## config.mk

```make
export PLATFORM = sky130hd
export DESIGN_NAME = lci_mul
export DESIGN_NICKNAME = d
export VERILOG_FILES = /design/src/rtl/lci_pkg.sv /design/src/rtl/lci_mul.sv
export SDC_FILE = /design/constraint.sdc
export NUM_CORES = 2
export LEC_CHECK = 0
export BUFFER_PORTS_ARGS = -buffer_cell sky130_fd_sc_hd__buf_2
export CORE_ASPECT_RATIO = 1.75
export CORE_MARGIN = 2
export CORE_UTILIZATION = 60
export CTS_CLUSTER_SIZE = 10
export DETAILED_ROUTE_END_ITERATION = 12
export HOLD_SLACK_MARGIN = 0.02
export PLACE_DENSITY = 0.74
export SYNTH_ARGS = -nofsm -noshare
export SYNTH_HDL_FRONTEND = slang
export SYNTH_SLANG_ARGS = --single-unit
```

## constraint.sdc

```tcl
create_clock -name clk -period 10.72 [get_ports clk]
set_clock_uncertainty 0.15 [all_clocks]
set_input_delay 0.536 -clock clk [delete_from_list [all_inputs] [get_ports clk]]
set_output_delay 0.536 -clock clk [all_outputs]
set_load 0.01 [all_outputs]
```

## src/rtl/lci_pkg.sv

```systemverilog
`default_nettype none
package lci_pkg;

  localparam int FRAC_BITS_DEF = 16;
  localparam int WORD_BITS_DEF = 32;

  // width of one partial-product operand in the multipliers
  localparam int MUL_CHUNK = 32;

  typedef enum logic [1:0] {
    CNT_NONE    = 2'd0,
    CNT_TANGENT = 2'd1,
    CNT_TWO     = 2'd2
  } count_t;

endpackage
`default_nettype wire

```

## src/rtl/lci_mul.sv

```systemverilog
`default_nettype none
module lci_mul #(
  parameter int WA = 33,
  parameter int WB = 33,
  parameter int SW = 1
) (
  input  logic                    clk,
  input  logic                    rst,
  input  logic                    ce,
  input  logic                    in_valid,
  input  logic signed [WA-1:0]    a,
  input  logic signed [WB-1:0]    b,
  input  logic [SW-1:0]           side_in,
  output logic                    out_valid,
  output logic signed [WA+WB-1:0] p,
  output logic [SW-1:0]           side_out
);
  import lci_pkg::*;

  localparam int NA = (WA + MUL_CHUNK - 1) / MUL_CHUNK;
  localparam int NB = (WB + MUL_CHUNK - 1) / MUL_CHUNK;
  localparam int NP = NA * NB;
  localparam int AX = NA * MUL_CHUNK;
  localparam int BX = NB * MUL_CHUNK;
  localparam int XW = AX + BX;

  logic              vld [NP+1];
  logic              neg [NP+1];
  logic [AX-1:0]     ma  [NP+1];
  logic [BX-1:0]     mb  [NP+1];
  logic [XW-1:0]     acc [NP+1];
  logic [SW-1:0]     sd  [NP+1];

  logic [WA-1:0] abs_a;
  logic [WB-1:0] abs_b;
  logic [XW-1:0] sgn_acc;

  assign abs_a = a[WA-1] ? WA'(unsigned'(-a)) : WA'(unsigned'(a));
  assign abs_b = b[WB-1] ? WB'(unsigned'(-b)) : WB'(unsigned'(b));

  // magnitudes in, sign out
  always_ff @(posedge clk) begin
    if (rst) begin
      vld[0] <= 1'b0;
    end else if (ce) begin
      vld[0] <= in_valid;
    end
  end

  always_ff @(posedge clk) begin
    if (ce) begin
      ma[0]  <= AX'(abs_a);
      mb[0]  <= BX'(abs_b);
      neg[0] <= a[WA-1] ^ b[WB-1];
      acc[0] <= '0;
      sd[0]  <= side_in;
    end
  end

  // one partial product per stage
  for (genvar k = 1; k <= NP; k++) begin : g_pp
    localparam int IA = (k - 1) / NB;
    localparam int IB = (k - 1) % NB;
    logic [2*MUL_CHUNK-1:0] pp;

    assign pp = ma[k-1][IA*MUL_CHUNK +: MUL_CHUNK] * mb[k-1][IB*MUL_CHUNK +: MUL_CHUNK];

    always_ff @(posedge clk) begin
      if (rst) begin
        vld[k] <= 1'b0;
      end else if (ce) begin
        vld[k] <= vld[k-1];
      end
    end

    always_ff @(posedge clk) begin
      if (ce) begin
        ma[k]  <= ma[k-1];
        mb[k]  <= mb[k-1];
        neg[k] <= neg[k-1];
        acc[k] <= acc[k-1] + (XW'(pp) << ((IA + IB) * MUL_CHUNK));
        sd[k]  <= sd[k-1];
      end
    end
  end

  assign sgn_acc = neg[NP] ? -acc[NP] : acc[NP];

  always_ff @(posedge clk) begin
    if (rst) begin
      out_valid <= 1'b0;
    end else if (ce) begin
      out_valid <= vld[NP];
    end
  end

  always_ff @(posedge clk) begin
    if (ce) begin
      p        <= signed'(sgn_acc[WA+WB-1:0]);
      side_out <= sd[NP];
    end
  end

endmodule
`default_nettype wire

```

; ---- Word level (Yosys, flattened, before mapping)
; Memories as Yosys holds them, arrays and structs flattened. A register that Yosys moved wholly into a read port is not among the register bits.
; Index checks and enable logic that the tools add are counted.
[classes]
n_addsub = 7
multipliers = 4
shift = 0
n_div = 0
n_bitwise = 6
reduce_logical = 0
eq_ne = 0
mux = 14
magnitude_cmp = 0
[op_table]
columns = cell, n
row1 = adder 128 x 96 -> 128 bit, 2
row2 = multiplier 32 x 32 -> 64 bit, 4
row3 = adder 128 bit, 1
row4 = adder 128 x 64 -> 128 bit, 1
row5 = 2-to-1 mux 33 bit, 2
row6 = 2-to-1 mux 66 bit, 1
row7 = negation 33 bit, 2
row8 = negation 66 bit, 1
row9 = 2-to-1 mux 1 bit, 11
row10 = OR 1 bit, 5
row11 = bitwise XOR 1 bit, 1
[word_totals]
inputBits = 71
memories = 6
ff_bits = 66
out_inout_bits = 68
rom_bits = 0
mem_bits_rw = 1295
elab_cells = 38
latch_bits = 0
[mem_list]
columns = memory, words, word_bits, read_ports, rd_ports_with_merged_regs, write_ports, line
row1 = acc, 5, 128, 5, 0, 5, lci_mul.sv:31  ; logic [XW-1:0] acc [NP+1];
row2 = ma, 5, 64, 4, 0, 5, lci_mul.sv:29  ; logic [AX-1:0] ma [NP+1];
row3 = mb, 5, 64, 4, 0, 5, lci_mul.sv:30  ; logic [BX-1:0] mb [NP+1];
row4 = neg, 5, 1, 5, 0, 5, lci_mul.sv:28  ; logic neg [NP+1];
row5 = sd, 5, 1, 5, 1, 5, lci_mul.sv:32  ; logic [SW-1:0] sd [NP+1];
row6 = vld, 5, 1, 5, 1, 5, lci_mul.sv:27  ; logic vld [NP+1];

; ---- Longest topological paths before layout
[depth]
depth_word = 4
depth_mapped = 30
ltp_nobuf = 28

; ---- Worst setup path after synthesis
; Ideal clock, no wire load.
[synth_path]
path_type = register to register
from = memory ma[0][10] (netlist bit)
to = memory acc[1][65] (netlist bit), data pin
setup_ns = 0.260
path_slack_ns = 2.912
path_buffers = 2
t_required_ns = 10.310
stages_incl_launch_ff = 27
arrival_time_ns = 7.398
period_less_slack_ns = 7.808
cell_sequence = edfxtp_1 -> clkbuf_1 -> and2_1 -> fa_1 -> inv_1 -> fa_1 -> inv_1 -> fa_1 -> fa_1 -> fa_1 -> fa_1 -> fa_1 -> inv_1 -> fa_1 -> inv_1 -> ha_1 -> clkbuf_1 -> a21o_1 -> o21bai_1 -> a211oi_1 -> o21ai_0 -> o21ai_0 -> a2111oi_0 -> or2_2 -> a221oi_1 -> o21ai_0 -> xnor2_1
[synth_rtl]
columns = item, line
row1 = start: declaration, lci_mul.sv:29
row2 = end: declaration, lci_mul.sv:31

==> results by group <==
Timing
  – Count of final setup violators: 0
  – Fin crit period: 9.69 ns
  – RSZ-0062 raised after global routing: no
  – Worst hold slack: 0.0616 ns
  – Final-report hold violation count: 0
  – Max frequency: 103 MHz
  – Fin. max-slew vios: 0
  – Worst Max-Slew Pin Slew: 1.36 ns
  – Period utilization: 0.904
  – Worst rel slew slack: 0.0961
  – TNS Setup: 0 ns

Route
  – Drt total wl: 139000 um
  – Starting DRT DRC Count: 2588
  – Via density: 5.74
  – DRC viols: 0
  – First drt pass iteration count: 6
  – Via count: 37000
  – Routed Antenna Nets: 0
  – DR WL/cell: 21.5 um

Synth
  – Seq/Total Area, Yosys: 0.280
  – Yosys top cell area share: 0.326
  – Primary FF master, synth: edfxtp_1
  – Mapped Nets: 6481
  – Syn_area_per_cell: 10.7 sq um
  – Post-synthesis compound-gate area fraction: 0.0550
  – Synth top area cells: fa_1 33%, edfxtp_1 28%, ha_1 7.7%
  – Synthesized area: 0.0553 sq mm
  – EDFF count, synth: 514
  – Post-synthesis mux area share: 0.000543
  – Synth area leader: fa_1
  – Yosys reg bits: 515
  – Yosys cell types: 62
  – Largest family of logic cells by synthesized area: adder cells
  – Cells after Synth: 5169
  – Post-synth ARST share: 0
  – Simple-Gate Fraction of Synth Area: 0.142
  – Post-Synth XOR/XNOR Area: 0.0388
  – Synth warn: 0
  – Post-Synth Adder-Cell Area: 0.403

Worst setup path
  – Critical Path Slowest Stage Cell: edfxtp_1
  – FF-to-FF path depth: 23
  – Max incr delay on CP: 1.25 ns
  – Delay-heaviest family, CP: adder cells
  – Buf/Inv on CP: 4
  – Cell mode on critical path: fa_1
  – Arrival @ worst endpoint: 9.93 ns
  – Critical Path Source Type: register
  – CP Max Fanout: 33
  – Critical Path RT: 10.96 ns
  – Crit path cell chain: nand2_1, fa_1, inv_1, fa_1, fa_1, fa_1, fa_1, fa_1, fa_1, inv_1, fa_1, inv_1, ha_1, nand4_1, or3_1, o22ai_1, o21ai_0, buf_4, a2111oi_0, or2_2, a221oi_1, o21ai_0, xnor2_1
  – Levels on crit path: 23
  – Crit Path Class: reg -> reg
  – Critical path endpoint category: register

Clock tree
  – CTS clk-pin slew, worst paths: 0.06 ns
  – H-tree depth: 2
  – Clock Path Buffers: 3
  – Number of CTS-inserted buffers: 59
  – CTS tree: built
  – Clk sinks: 515
  – Post-cts gate resize count: 0
  – Post-CTS setup buffers: 0
  – Worst skew pair latency: 0.65 ns
  – Clock root cell: clkbuf_16

Floorplanning
  – I/O Pins: 139
  – Initial Util: 0.604
  – FP Rows: 147
  – Core Region: 0.0916 sq mm
  – Die width: 233 um
  – Die area: 0.0947 sq mm
  – Die Span Y: 406 um

GRT
  – Largest net degree at the start of global routing: 111
  – Total Routing Usage GR: 0.307
  – Vias in the first global route: 40400
  – First-pass GRT wire length: 219000 um
  – Antenna violations before repair: 7
  – Overflow after GRT: 0

Cells and area
  – Sequential cell area: 0.0155 sq mm
  – Filler instances: 7310
  – Share of layout cells above drive strength 1: 0.0586
  – Layout net count: 6530
  – Area growth, synth to finish: 6.65%
  – Area of the multi-input gates: 0.0354 sq mm

Placement
  – Port bufs: 138
  – Dpl hpwl: 109000 um
  – GP Congestion: 0.965

Status
  – Status: complete, no violations

Min path
  – Hold Path Depth: 2
  – Min-Delay Path Class: in -> reg

Flow run
  – Max-capacitance violation count: 0
layout by cell type (no fill, tap or decap), types with 17 or more instances in the layout:
| master | n |
|---|---|
| a21o_1 | 62 |
| a21oi_1 | 124 |
| a31oi_1 | 18 |
| and2_1 | 675 |
| buf_2 | 137 |
| buf_4 | 79 |
| clkbuf_16 | 60 |
| edfxtp_1 | 514 |
| fa_1 | 900 |
| ha_1 | 341 |
| inv_1 | 951 |
| nand2_1 | 543 |
| nand2b_1 | 18 |
| nand3_1 | 27 |
| nand4_1 | 30 |
| nor2_1 | 76 |
| nor3_1 | 17 |
| o21ai_0 | 118 |
| o21bai_1 | 24 |
| o31ai_1 | 45 |
| or3_1 | 29 |
| or4_1 | 18 |
| xnor2_1 | 199 |
| xor2_1 | 46 |
final timing paths:
kind,to,slack [ns],start
max,acc[1][65]$_DFFE_PP_,1.03,mb[0][28]$_DFFE_PP_
min reg2reg,acc[3][26]$_DFFE_PP_,0.25,acc[2][26]$_DFFE_PP_
max reg2reg,acc[1][65]$_DFFE_PP_,1.03,mb[0][28]$_DFFE_PP_
min,mb[0][32]$_SDFFCE_PN0P_,0.06,b[31]
metrics by stage:
stage	setup slack, ns	cells	utilization	instance area (sq um)
finish	1.03	6435	0.644	59000
global placement	1.35	6341	0.624	57200
CTS	1.22	6433	0.644	59000
detailed placement	1.24	6341	0.624	57200
global route	0.620	6433	0.644	59000
floorplan	2.91	5169	-	55300
cell type report:
cell class / count / share of cell area
Clock buffer: 76 / 0.0265
Timing Repair Buffer: 225 / 0.0233
Inverter: 951 / 0.0605
Sequential cell: 515 / 0.262
Clock inverter: 8 / 0.00227
Multi-Input combinational cell: 3466 / 0.600
Tap cell: 1192 / 0.0253
Antenna cell: 2 / 0.0000849
flip-flops by register name, indices dropped and copies added, names as in the netlist:
register	flops
out_valid	1
p	66
ma	68
acc	264
side_out	1
vld	5
sd	5
neg	5
mb	100
cell families (layout without fill, tap and decap cells):
family / count (synthesis) / count (layout)
adder cells (fa/ha/maj): 1241 / 1241
AO/OA/AOI/OAI: 476 / 476
XOR/XNOR: 245 / 245
flip-flops: 515 / 515
buffers and inverters: 1188 / 1260
multiplexers: 3 / 3
other: 0 / 2
AND/OR/NAND/NOR: 1501 / 1501
cell usage after synthesis, types with 3 or more instances:
master    number
nor4_1         8
or2_2          9
fa_1         900
nand3b_1       4
o21ai_0      118
or3_1         29
and2_1       675
ha_1         341
nand2b_1      18
a41oi_1        3
nor3_1        17
o41ai_1       16
nor2_1        76
a311oi_1       4
o31ai_1       45
or3_4          5
a211oi_1      12
nand4_1       30
a31oi_1       18
a21oi_1      124
and3_1        13
edfxtp_1     514
mux2i_1        3
xnor2_1      199
nand2_1      543
or4_1         18
a221oi_1       4
a21o_1        62
nor2b_1       16
inv_1        951
clkbuf_1     236
o211ai_1       7
xor2_1        46
o21a_1        12
o21bai_1      24
nand3_1       27
a211o_1        5
routing by layer:
layer | share of wire | track usage
met1 | 0.34 | 0.345
met2 | 0.52 | 0.544
met3 | 0.060 | 0.0445
met4 | 0.078 | 0.197
met5 | 0.00040 | 0
timing repair:
item,4_1_cts,5_1_grt
setup endpoints to repair,0,0
endpoints found under the hold margin,8,0
hold buffers,8,0
Power is not shown: default switching activity piles up to over one toggle a cycle in this logic, so the estimate is an artifact.
